File: config.mk
export PLATFORM = sky130hd
export DESIGN_NAME = pen_tablet_serial_reporter_unit
export DESIGN_NICKNAME = d
export VERILOG_FILES = /design/src/ptsr_pkg.sv /design/src/ptsr_word.sv /design/src/ptsr_port.sv /design/src/pen_tablet_serial_reporter_unit.sv
export SDC_FILE = /design/constraint.sdc
export NUM_CORES = 1
export LEC_CHECK = 0
export ABC_CLOCK_PERIOD_IN_PS = 6400
export BUFFER_PORTS_ARGS = -buffer_cell sky130_fd_sc_hd__buf_2
export CAP_MARGIN = 10
export CORE_UTILIZATION = 60
export CTS_CLUSTER_DIAMETER = 120
export DETAILED_ROUTE_END_ITERATION = 10
export MAX_ROUTING_LAYER = met4
export PLACE_DENSITY = 0.8
export SYNTH_ARGS = -nofsm -noshare
export SYNTH_HDL_FRONTEND = slang
export SYNTH_SLANG_ARGS = --single-unit
File: constraint.sdc
create_clock -name clk -period 6.4 [get_ports clk]
set_clock_uncertainty 0.15 [all_clocks]
set_input_delay 0 -clock clk [delete_from_list [all_inputs] [get_ports clk]]
set_output_delay 0 -clock clk [all_outputs]
set_load 0.05 [all_outputs]
File: src/ptsr_pkg.sv
package ptsr_pkg;

    localparam int WORD_W  = 18;
    localparam int COORD_W = 10;
    localparam int PTR_W   = 5;
    localparam int DATA_W  = 4;

    typedef enum logic [1:0] {
        OP_FRAME = 2'd0,
        OP_WRITE = 2'd1,
        OP_READ  = 2'd2,
        OP_NONE  = 2'd3
    } ptsr_op_t;

    localparam logic [COORD_W-1:0] X_MAX      = 10'd255;
    localparam logic [COORD_W-1:0] Y_MAX      = 10'd239;
    localparam logic [7:0]         Y_ACTIVE   = 8'd48;
    localparam logic [7:0]         Y_OFFSET   = 8'd14;
    localparam logic [8:0]         X_OFFSET   = 9'd8;
    localparam logic [12:0]        RECIP_15   = 13'd4370;
    localparam logic [PTR_W-1:0]   PTR_LIMIT  = 5'd19;
    localparam logic [PTR_W-1:0]   PTR_TOP    = 5'd18;

    localparam logic [DATA_W-1:0]  READ_OFF       = 4'h0;
    localparam logic [DATA_W-1:0]  READ_CLK_LOW   = 4'h4;
    localparam logic [DATA_W-1:0]  READ_BIT_SET   = 4'h0;
    localparam logic [DATA_W-1:0]  READ_BIT_CLEAR = 4'h8;

    typedef struct packed {
        logic       frame_en;
        logic       write_en;
        logic [1:0] write_value;
    } ptsr_cmd_t;

endpackage

File: src/ptsr_word.sv
module ptsr_word
    import ptsr_pkg::*;
(
    input  logic               clk,
    input  logic               rst_n,
    input  ptsr_cmd_t          cmd,
    input  logic [COORD_W-1:0] cursor_x,
    input  logic [COORD_W-1:0] cursor_y,
    input  logic               pen_button,
    output logic [WORD_W-1:0]  pending_word
);

    logic [WORD_W-1:0] pending_word_reg;
    logic [WORD_W-1:0] pending_word_next;
    logic              off_surface;
    logic [7:0]        px;
    logic [7:0]        py;
    logic [8:0]        x_sum;
    logic [16:0]       x_prod;
    logic [7:0]        sx;
    logic [7:0]        y_diff;
    logic [11:0]       y_num;
    logic [24:0]       y_prod;
    logic [7:0]        sy;
    logic              w1;

    always_comb
    begin
        off_surface = (cursor_x > X_MAX) || (cursor_y > Y_MAX);
        px = off_surface ? 8'd0 : cursor_x[7:0];
        py = off_surface ? 8'd0 : cursor_y[7:0];
        w1 = (py >= Y_ACTIVE) || pen_button;
        x_sum  = {1'b0, px} + X_OFFSET;
        x_prod = {x_sum, 7'd0, 1'b0} - {4'd0, x_sum, 4'd0};
        sx     = x_prod[15:8];
        y_diff = py - Y_OFFSET;
        y_num  = {y_diff, 4'd0};
        y_prod = {13'd0, y_num} * {12'd0, RECIP_15};
        sy     = (py < Y_OFFSET) ? 8'd0 : y_prod[23:16];
        pending_word_next = cmd.frame_en ? {sx, sy, w1, pen_button} : pending_word_reg;
    end

    always_ff @(posedge clk or negedge rst_n)
    begin
        if (!rst_n)
        begin
            pending_word_reg <= '0;
        end
        else
        begin
            pending_word_reg <= pending_word_next;
        end
    end

    assign pending_word = pending_word_reg;

endmodule

File: src/ptsr_port.sv
module ptsr_port
    import ptsr_pkg::*;
(
    input  logic              clk,
    input  logic              rst_n,
    input  ptsr_cmd_t         cmd,
    input  logic [WORD_W-1:0] pending_word,
    output logic [DATA_W-1:0] read_value
);

    logic [WORD_W-1:0] latched_word_reg;
    logic [WORD_W-1:0] latched_word_next;
    logic [1:0]        strobe_reg;
    logic [1:0]        strobe_next;
    logic [PTR_W-1:0]  pointer_reg;
    logic [PTR_W-1:0]  pointer_next;
    logic [WORD_W:0]   test_vec;
    logic [PTR_W-1:0]  bit_index;

    always_comb
    begin
        latched_word_next = latched_word_reg;
        strobe_next       = strobe_reg;
        pointer_next      = pointer_reg;
        if (cmd.write_en)
        begin
            strobe_next = cmd.write_value;
            if (!cmd.write_value[0])
            begin
                latched_word_next = pending_word;
                pointer_next      = '0;
            end
            else if (cmd.write_value[1] && !strobe_reg[1] && (pointer_reg < PTR_LIMIT))
            begin
                pointer_next = pointer_reg + 5'd1;
            end
        end
    end

    // read at bit (18 - pointer); bit 18 lies above the word
    always_comb
    begin
        test_vec  = {1'b0, latched_word_reg};
        bit_index = PTR_TOP - pointer_reg;
        if (!strobe_reg[0])
            read_value = READ_OFF;
        else if (!strobe_reg[1])
            read_value = READ_CLK_LOW;
        else if ((pointer_reg < PTR_LIMIT) && test_vec[bit_index])
            read_value = READ_BIT_SET;
        else
            read_value = READ_BIT_CLEAR;
    end

    always_ff @(posedge clk or negedge rst_n)
    begin
        if (!rst_n)
        begin
            latched_word_reg <= '0;
            strobe_reg       <= '0;
            pointer_reg      <= '0;
        end
        else
        begin
            latched_word_reg <= latched_word_next;
            strobe_reg       <= strobe_next;
            pointer_reg      <= pointer_next;
        end
    end

endmodule

File: src/pen_tablet_serial_reporter_unit.sv
// Pen tablet serial reporter. Frame updates (opcode 0) build an 18-bit report
// word from cursor and button; port writes (opcode 1) latch that word or clock
// the bit pointer; port reads (opcode 2) return one result on read_data (0x0,
// 0x4 or 0x8). Opcode 3 is ignored. Each item passes through an input register
// and takes effect as it advances out of it; a read result is loaded into the
// output register at that same edge, so read_data is valid once the read has
// passed through both registers. One item is accepted per clock while the output
// register can drain, so reads follow each other at full rate under out_ready.
module pen_tablet_serial_reporter_unit
    import ptsr_pkg::*;
(
    input  logic               clk,
    input  logic               rst_n,
    input  logic               in_valid,
    output logic               in_ready,
    input  logic [1:0]         opcode,
    input  logic [COORD_W-1:0] cursor_x,
    input  logic [COORD_W-1:0] cursor_y,
    input  logic               pen_button,
    input  logic [1:0]         write_value,
    output logic               out_valid,
    input  logic               out_ready,
    output logic [DATA_W-1:0]  read_data
);

    logic               in_valid_reg;
    logic               in_valid_next;
    ptsr_op_t           op_reg;
    logic [COORD_W-1:0] cursor_x_reg;
    logic [COORD_W-1:0] cursor_y_reg;
    logic               pen_button_reg;
    logic [1:0]         write_value_reg;
    logic               out_valid_reg;
    logic               out_valid_next;
    logic [DATA_W-1:0]  read_data_reg;
    logic               out_free;
    logic               advance;
    logic               take;
    ptsr_cmd_t          cmd;
    logic [WORD_W-1:0]  pending_word;
    logic [DATA_W-1:0]  read_value;

    always_comb
    begin
        out_free = !out_valid_reg || out_ready;
        advance  = in_valid_reg && ((op_reg != OP_READ) || out_free);
        in_ready = !in_valid_reg || advance;
        take     = in_valid && in_ready;
        in_valid_next = take || (in_valid_reg && !advance);
        cmd.frame_en    = advance && (op_reg == OP_FRAME);
        cmd.write_en    = advance && (op_reg == OP_WRITE);
        cmd.write_value = write_value_reg;
        if (advance && (op_reg == OP_READ))
            out_valid_next = 1'b1;
        else if (out_ready)
            out_valid_next = 1'b0;
        else
            out_valid_next = out_valid_reg;
    end

    // hold the item until its transfer into the core
    always_ff @(posedge clk or negedge rst_n)
    begin
        if (!rst_n)
        begin
            in_valid_reg  <= 1'b0;
            out_valid_reg <= 1'b0;
        end
        else
        begin
            in_valid_reg  <= in_valid_next;
            out_valid_reg <= out_valid_next;
        end
    end

    always_ff @(posedge clk)
    begin
        if (take)
        begin
            op_reg          <= ptsr_op_t'(opcode);
            cursor_x_reg    <= cursor_x;
            cursor_y_reg    <= cursor_y;
            pen_button_reg  <= pen_button;
            write_value_reg <= write_value;
        end
        if (advance && (op_reg == OP_READ))
        begin
            read_data_reg <= read_value;
        end
    end

    ptsr_word u_word
    (
        .clk          (clk),
        .rst_n        (rst_n),
        .cmd          (cmd),
        .cursor_x     (cursor_x_reg),
        .cursor_y     (cursor_y_reg),
        .pen_button   (pen_button_reg),
        .pending_word (pending_word)
    );

    ptsr_port u_port
    (
        .clk          (clk),
        .rst_n        (rst_n),
        .cmd          (cmd),
        .pending_word (pending_word),
        .read_value   (read_value)
    );

    assign out_valid = out_valid_reg;
    assign read_data = read_data_reg;

endmodule
==> metrics, run 1 <==
outcome=finished, violations left; violated checks=design-rule violations; Max-Cap Viols=0; pwr dens=229 nW/um2; post-synthesis sequential area ratio=47.6%; number of buffers created by CTS=9; row count=29; Post-Synthesis Cells=348; total gr overflow=0; port buffer count=32; internal cell power=796 uW; placeable core area=6460 um2; detailed-route DRC error count=2; most frequent cells in the layout=45 x dfrtp_1, 36 x ha_1, 32 x buf_2, 29 x nand2_1, 28 x dlygate4sd3_1; final hold violations=0; Synth cell types=51; fillers=436; Starting Density=63.0%; share of flip-flops with an asynchronous set or reset=62.5%; routability-driven placement congestion ratio=0.852; Hold Path Class=primary input to asynchronous set/reset pin; Flop pwr share=52.2%; TritonCTS clock tree=yes; final worst setup slack=1190 ps; vias in the first global route=2980; minimum clock period=5210 ps; Yosys reg bits=72; share of layout cells above drive strength 1=19.8%; critical path class=flop to flop; number of synthesized flops with an enable pin=27; Max Fclk=192 MHz; width of the die=84.4 um; CP Launch Type=flop; Sink Count=72; Worst Path Required=6470 ps; largest net degree at the start of global routing=46; Post-DP HPWL=5320 um; Sw Ratio=27.0%; Worst Path Arrival=5280 ps; Tcrit/Tclk final=81.4%; leading cell type in the layout, fill and taps excluded=dfrtp_1; area grow syn2layout=17.0%; Clk Latency, worst-skew pair=350 ps; combinational power share=16.2%; Multi-input gate area=2000 um2; Post-Place Setup Slack=1280 ps; Total Routed Length=8880 um; Clk network pwr share=31.5%; Worst-Margin Slew=968 ps; first-pass GRT wire length=14100 um; cts repair resizes=0; Slew headroom=35.5%; VDD IR max=220 uV; die area=7120 um2; routed vias=2871; static leakage=0.00210 uW; height of the die=84.4 um; Antenna Nets Post-Route=0; Detailed Routing Iterations Pass 1=7; via/cell ratio=5.85; # Post-CTS Setup Buffers=0; CP endpoint kind=flop; CTS Root Cell=clkbuf_8; Post-CTS Hold Fix Bufs=28; 1st-iter DRT viols=125; RSZ-0062 raised after global routing=no; Fin Setup TNS=0 ps; Final Max Slew Viols=0; Worst-path clk slew=80 ps; # setup viols final=0; NetSw=295 uW; Nets=477; Top FF cell, synth=dfrtp_1; Ant. Diodes=0; initial antenna violation count=0; crit-path max FO=11; clk buf depth=2; mapped cell area=4070 um2; Ys Warns=0; I/O pin cnt=35; GRT Total Usage=26.9%; WL/cell=18.1 um; syn_area_per_cell=11.7 um2; H-tree Lvls=3; Reg area=1940 um2
## power by group through the flow
| stage | combinational [uW] | sequential, uW | clock, uW |
|---|---|---|---|
| 4_1_cts | 171 | 564 | 345 |
| 5_1_grt | 195 | 574 | 362 |
| 2_1_floorplan | 119 | 560 | 0 |
| 3_3_place_gp | 148 | 567 | 0 |
| 3_5_place_dp | 156 | 571 | 0 |
| 6_report | 177 | 570 | 344 |
## cells in the mapped netlist, types with 2 or more instances
cell type	count	share of area [%]
dfrtp_1	45	28
ha_1	36	11
nand2_1	29	2.7
edfxtp_1	27	20
inv_1	22	2.0
mux2_2	22	6.1
o21ai_0	19	2.3
nor2_1	14	1.3
a21oi_1	13	1.6
xnor2_1	12	2.6
and3_1	10	1.5
xor2_1	9	1.9
nand3_1	8	0.98
clkbuf_1	7	0.65
nand2b_1	6	0.92
mux4_2	5	2.8
nand4_1	5	0.77
nor3_1	4	0.49
nor3b_1	4	0.74
a31oi_1	3	0.46
and4_1	3	0.65
buf_2	3	0.37
fa_1	3	1.5
nand3b_1	3	0.55
nor2b_1	3	0.46
a21o_1	2	0.37
a221o_1	2	0.49
a311o_1	2	0.49
a32o_1	2	0.49
buf_4	2	0.37
o2111a_1	2	0.55
or4_1	2	0.37
## metrics by stage
step	util, %	area (um2)	std cells	total power, uW	hold WS [ps]
6_report	73.8	4760	491	1090	203
3_5_place_dp	66.3	4280	446	727	28.1
5_1_grt	73.8	4760	491	1130	207
4_1_cts	73.5	4750	490	1080	201
3_3_place_gp	66.3	4280	446	715	25.8
2_1_floorplan	-	4080	349	679	-446
## cells by family after synthesis
| group | share of synthesized area, % |
|---|---|
| AOI/OAI and AO/OA | 9.62 |
| xor gates and xnor gates | 4.52 |
| adders and majority gates | 12.5 |
| buffers and inverters | 3.50 |
| DFF | 47.6 |
| muxes | 8.85 |
| other | 0.0921 |
| and+or+nand+nor | 13.3 |
## worst paths after layout
kind / start / to / slack [ps] / cells past startpoint
setup / recovery: cursor_y_reg[4] / u_word.pending_word[8] / 1190 / 19
hold / removal: rst_n / u_word.pending_word[6] / 200 / 2
setup reg to reg: cursor_y_reg[4] / u_word.pending_word[8] / 1190 / 19
hold reg to reg: u_word.pending_word[12] / u_word.pending_word[12] / 350 / 2
max in group asynchronous: rst_n / u_port.latched_word_reg[14] / 5290 / 2
min in group clk: cursor_y[9] / cursor_y_reg[9] / 210 / 2
## final cells by class
cell class | count | share of cell area (%)
Clock inverter | 6 | 1.26
Inverter | 22 | 1.73
Timing Repair Buffer | 62 | 9.72
Multi-Input combinational cell | 242 | 41.9
Sequential cell | 72 | 40.7
Tap cell | 77 | 2.02
Clock buffer | 10 | 2.68
## worst max-delay path: stages, from the launching register on
cell and delay (ps):
edfxtp_1 430, nand4_1 350, and3_1 340, ha_1 220, a21oi_1 230, nor3b_1 270, xnor2_1 150, nand2_1 130
ha_1 330, inv_1 50, fa_1 500, inv_1 40, ha_1 190, ha_1 270, a21o_1 110, a21oi_1 70
a211oi_2 390, a41oi_4 250, o2111a_1 320, a221o_1 290
## metal layers
layer | routed length (um) | global-route usage, % | up-vias | part of all wire, %
li1 | - | - | 1390 | -
met1 | 3380 | 28.8 | 1392 | 38
met2 | 4940 | 49.0 | 69 | 56
met3 | 346 | 6.59 | 20 | 3.9
met4 | 220 | 8.78 | 0 | 2.5
met5 | 0 | - | - | 0
Note: power is estimated with default switching activity, not from simulation.
==> run 2: changes to the inputs <==
--- a/config.mk
+++ b/config.mk
@@ -5,14 +5,14 @@
 export SDC_FILE = /design/constraint.sdc
 export NUM_CORES = 1
 export LEC_CHECK = 0
-export ABC_CLOCK_PERIOD_IN_PS = 6400
+export ABC_CLOCK_PERIOD_IN_PS = 4200
 export BUFFER_PORTS_ARGS = -buffer_cell sky130_fd_sc_hd__buf_2
 export CAP_MARGIN = 10
-export CORE_UTILIZATION = 60
+export CORE_UTILIZATION = 54
 export CTS_CLUSTER_DIAMETER = 120
 export DETAILED_ROUTE_END_ITERATION = 10
 export MAX_ROUTING_LAYER = met4
-export PLACE_DENSITY = 0.8
+export PLACE_DENSITY = 0.76
 export SYNTH_ARGS = -nofsm -noshare
 export SYNTH_HDL_FRONTEND = slang
 export SYNTH_SLANG_ARGS = --single-unit
==> constraint.sdc (replaced) <==
create_clock -name clk -period 4.2 [get_ports clk]
set_clock_uncertainty 0.15 [all_clocks]
set_input_delay 0 -clock clk [delete_from_list [all_inputs] [get_ports clk]]
set_output_delay 0 -clock clk [all_outputs]
set_load 0.05 [all_outputs]
==> run 2 against run 1 <==
  * The flow finishes with violations (negative setup slack)
  * Via count up 3.6%
  * Flip-flop and latch count unchanged
  * Utilization down 4.2 points
  * Global-route usage down 4.3 points
  * Hold slack worse by 4.0 ps
  * Register-to-register slack worse by 1400 ps
  * Setup slack worse by 1400 ps
  * Maximum frequency up 17%
  * Clock power up 59%
  * Clock-buffer cell count down 1
  * Power up 54%
  * Critical path type unchanged
  * Highest routed layer unchanged
==> metrics, run 2 (synthesis results as in run 1) <==
outcome=finished, violations left; violated checks=negative setup slack; VDD IR max=258 uV; initial antenna violation count=0; Tcrit/Tclk final=106%; Starting Density=56.1%; port buffer count=32; Final Max Slew Viols=0; Hold WS=199 ps; critical path class=flop to flop; Detailed Routing Iterations Pass 1=4; minimum clock period=4440 ps; static leakage=0.00221 uW; area grow syn2layout=24.0%; largest net degree at the start of global routing=46; CTS Root Cell=clkbuf_8; final hold violations=0; Reg area=1940 um2; Antenna Nets Post-Route=0; first-pass GRT wire length=12900 um; Worst Path Required=4280 ps; leading cell type in the layout, fill and taps excluded=dfrtp_1; worst r2r path cells=20; via/cell ratio=5.59; WL/cell=15.5 um; CP endpoint kind=flop; routability-driven placement congestion ratio=0.869; final worst setup slack=-244 ps; crit-path max FO=6; CP Launch Type=flop; Hold Path Class=primary input to asynchronous set/reset pin; Worst Path Arrival=4530 ps; Multi-input gate area=2100 um2; placeable core area=7250 um2; 1st-iter DRT viols=187; row count=31; detailed-route DRC error count=0; I/O pin cnt=35; clk buf depth=2; width of the die=88.8 um; H-tree Lvls=3; Tot Pwr=1680 uW; vias in the first global route=2853; TritonCTS clock tree=yes; routed vias=2973; Nets=496; pwr dens=333 nW/um2; GRT Total Usage=22.6%; Max-Cap Viols=0; Post-DP HPWL=5210 um; height of the die=88.8 um; number of buffers created by CTS=9; die area=7890 um2; Ant. Diodes=0; Slew headroom=35.0%; share of layout cells above drive strength 1=27.5%; Max Fclk=225 MHz; fillers=525; total gr overflow=0; # setup viols final=5; Total Routed Length=8240 um; Worst-Margin Slew=975 ps; Sink Count=72; Clk Latency, worst-skew pair=350 ps; most frequent cells in the layout=45 x dfrtp_1, 32 x ha_1, 32 x buf_2, 29 x nand2_1, 28 x dlygate4sd3_1; RSZ-0062 raised after global routing=yes; Worst-path clk slew=80 ps
run 2: through the flow:
step / utilization, % / TNS (ps) / instances / worst slack (ps) / instance area [um2]
final: 69.6 / -702 / 532 / -244 / 5050
after global routing: 69.6 / -2190 / 532 / -413 / 5050
after CTS: 68.6 / -410 / 529 / -117 / 4980
after detailed placement: 61.5 / -319 / 483 / -126 / 4460
after global placement: 61.5 / -39.3 / 483 / -24.5 / 4460
after floorplan: - / -304 / 349 / -115 / 4120
run 2: repair_timing:
action,in CTS,in global routing
pin swaps,5,15
buffers inserted,3,4
resized for setup,3,13
hold endpoints to repair,72,0
hold buffers,28,0
endpoints found under the setup margin,8,9
run 2: cell type report:
class | instances | area share, %
clock buffer | 9 | 2.45
clock inverter | 7 | 1.44
inverter | 22 | 1.64
multi-input combinational | 242 | 41.6
sequential | 72 | 38.4
tap | 99 | 2.45
timing repair buffer | 81 | 12.1
run 2: layer usage:
metal	wire length, um	vias up	global-route usage (%)
met4	135	0	7.77
met2	4420	78	39.9
li1	-	1431	-
met3	292	18	3.92
met1	3400	1446	26.0
met5	0	-	-
run 2: worst paths after layout:
kind | from | end | slack, ps
max | cursor_x_reg[9] | u_word.pending_word[8] | -240
min | rst_n | u_word.pending_word[4] | 200
max reg2reg | cursor_x_reg[9] | u_word.pending_word[8] | -240
min reg2reg | u_word.pending_word[12] | u_word.pending_word[12] | 320
max in group asynchronous | rst_n | u_word.pending_word[16] | 3080
min in group clk | cursor_y[7] | cursor_y_reg[7] | 200
run 2: worst max-delay path, cell delays in order, from the launching register on:
cell	delay, ps
edfxtp_1	420
nor4_4	390
and3_4	270
ha_4	130
a21oi_2	50
nor3b_2	160
xnor2_1	110
nand2_1	90
buf_4	130
ha_1	160
inv_1	70
fa_1	530
inv_1	50
ha_1	170
ha_1	290
a31oi_1	170
o21bai_1	120
a41oi_4	280
buf_4	170
o21ai_0	70
a221o_1	320
run 2: power breakdown:
part | switching, uW | internal (uW) | leakage (uW)
Combinational | 132 | 147 | 0.00125
Sequential | 48.8 | 804 | 0.000858
Clock | 275 | 274 | 0.0000952
Total | 455 | 1230 | 0.00221
==> run 3: changes to the inputs <==
--- a/config.mk
+++ b/config.mk
@@ -8,11 +8,13 @@
 export ABC_CLOCK_PERIOD_IN_PS = 4200
 export BUFFER_PORTS_ARGS = -buffer_cell sky130_fd_sc_hd__buf_2
 export CAP_MARGIN = 10
-export CORE_UTILIZATION = 54
+export CELL_PAD_IN_SITES_DETAIL_PLACEMENT = 1
+export CELL_PAD_IN_SITES_GLOBAL_PLACEMENT = 1
+export CORE_UTILIZATION = 44
 export CTS_CLUSTER_DIAMETER = 120
 export DETAILED_ROUTE_END_ITERATION = 10
 export MAX_ROUTING_LAYER = met4
-export PLACE_DENSITY = 0.76
+export PLACE_DENSITY = 0.77
 export SYNTH_ARGS = -nofsm -noshare
 export SYNTH_HDL_FRONTEND = slang
 export SYNTH_SLANG_ARGS = --single-unit
==> run 3 against run 2 <==
  * The run still ends with negative setup slack left
  * Largest power group unchanged
  * Via count grew 0.57%
  * Clock power rose by 0.7%
  * Highest routed layer unchanged
  * Setup slack improved by 7.8 ps
  * Power grew 0.88%
  * Sequential power about the same
  * Flip-flop and latch count is the same
==> metrics, run 3 (synthesis results as in run 1) <==
height of the die=98.2 um; critical path, cell by cell=nor4_4 > and3_4 > ha_4 > a21oi_4 > nor3b_4 > xnor2_1 > nand2_1 > ha_1 > inv_2 > fa_1 > inv_2 > ha_4 > ha_4 > a21o_1 > a21oi_2 > a211oi_2 > a41oi_4 > o2111a_1 > a221o_1; Ant. Diodes=0; minimum clock period=4440 ps; share of layout cells above drive strength 1=29.1%; I/O pin cnt=35; Antenna Nets Post-Route=0; first-pass GRT wire length=16000 um; row count=34; Fin Setup TNS=-1120 ps; Hold Path Class=primary input to asynchronous set/reset pin; Critical Path Max Stage Delay=510 ps; Worst R2R Setup Slack=-240 ps; Worst-path clk slew=80 ps; Nets=499; vias in the first global route=3294; Post-Place Setup Slack=-173 ps; leading cell type in the layout, fill and taps excluded=dfrtp_1; Starting Density=46.0%; initial antenna violation count=0; fillers=910; Tcrit/Tclk final=106%; CP endpoint kind=flop; Top delay family on crit path=adder cells; Max-Cap Viols=0; clk buf depth=2; Tot Pwr=1700 uW; critical path's most frequent cell=ha_4; routed vias=2990; number of buffers created by CTS=9; CP Launch Type=flop; GRT Total Usage=22.1%; placeable core area=8850 um2; port buffer count=32; Hold WS=209 ps; Detailed Routing Iterations Pass 1=6; Worst Path Arrival=4510 ps; CP max stage cell=fa_1; outcome=finished, violations left; Clk Latency, worst-skew pair=340 ps; TritonCTS clock tree=yes; RSZ-0062 raised after global routing=yes; most frequent cells in the layout=45 x dfrtp_1, 32 x buf_2, 29 x ha_1, 28 x nand2_1, 28 x dlygate4sd3_1; Final Max Slew Viols=0; # setup viols final=7; largest net degree at the start of global routing=46; CP bufs+invs=2; pwr dens=331 nW/um2; Post-DP HPWL=6320 um; width of the die=98.2 um; 1st-iter DRT viols=132; Sink Count=72; Slew headroom=34.3%; CTS Root Cell=clkbuf_8; detailed-route DRC error count=0; Worst Path Required=4280 ps; routability-driven placement congestion ratio=0.789; total gr overflow=0; final hold violations=0; via/cell ratio=5.50; final worst setup slack=-236 ps; Max Fclk=225 MHz; crit-path max FO=7; H-tree Lvls=3; static leakage=0.00224 uW; Total Routed Length=9710 um; area grow syn2layout=26.0%; Worst-Margin Slew=985 ps; VDD IR max=302 uV; critical path class=flop to flop; WL/cell=17.8 um; die area=9640 um2; violated checks=negative setup slack
-- run 3: cell count changes in the layout (fill, tap and decap cells not counted), sizes merged --
cell | before | now
clkinvlp | 2 | 0
clkbuf | 9 | 14
buf | 53 | 56
bufinv | 1 | 0
clkinv | 4 | 2
-- run 3: metrics by stage --
step	instances	area, um2	utilization, %
detailed placement	493	4480	50.6
global route	544	5130	58.0
floorplan	349	4120	-
CTS	539	5020	56.7
global placement	493	4480	50.6
finish	544	5130	58.0
-- run 3: per-layer routing --
metal | vias to the layer above | routed length (um) | GRT usage (%)
met5 | - | 0 | -
met4 | 0 | 136 | 5.86
met3 | 15 | 234 | 3.94
met2 | 51 | 5440 | 42.3
met1 | 1496 | 3900 | 23.1
li1 | 1428 | - | -
-- run 3: area by class of cell --
class / instances / area [um2] / share of cell area [%]
Multi-Input combinational cell: 242 / 2140 / 41.8
Sequential cell: 72 / 1940 / 37.8
Timing Repair Buffer: 84 / 628 / 12.2
Clock buffer: 14 / 194 / 3.78
Tap cell: 108 / 135 / 2.63
Inverter: 22 / 82.6 / 1.61
Clock inverter: 2 / 10.0 / 0.195
-- run 3: path summary, 6_finish.rpt --
path                                         endpoint                    start  depth (start not counted)
setup / recovery               u_word.pending_word[8]          cursor_x_reg[9]                         19
hold / removal             u_port.latched_word_reg[5]                    rst_n                          2
setup reg to reg               u_word.pending_word[8]          cursor_x_reg[9]                         19
hold reg to reg               u_word.pending_word[11]  u_word.pending_word[11]                          2
max in group asynchronous     u_word.pending_word[11]                    rst_n                          2
min in group clk                      cursor_y_reg[6]              cursor_y[6]                          2
-- run 3: power by group --
group          switching (uW)  internal [uW]
combinational             137            151
sequential               51.0            805
clock                     254            298
-- run 3: timing repair --
action,in CTS,in global routing
pin swaps,6,17
gates resized for setup,6,15
hold buffers,28,0
setup buffers,3,4
setup endpoints to repair,8,11
hold endpoints to repair,72,0
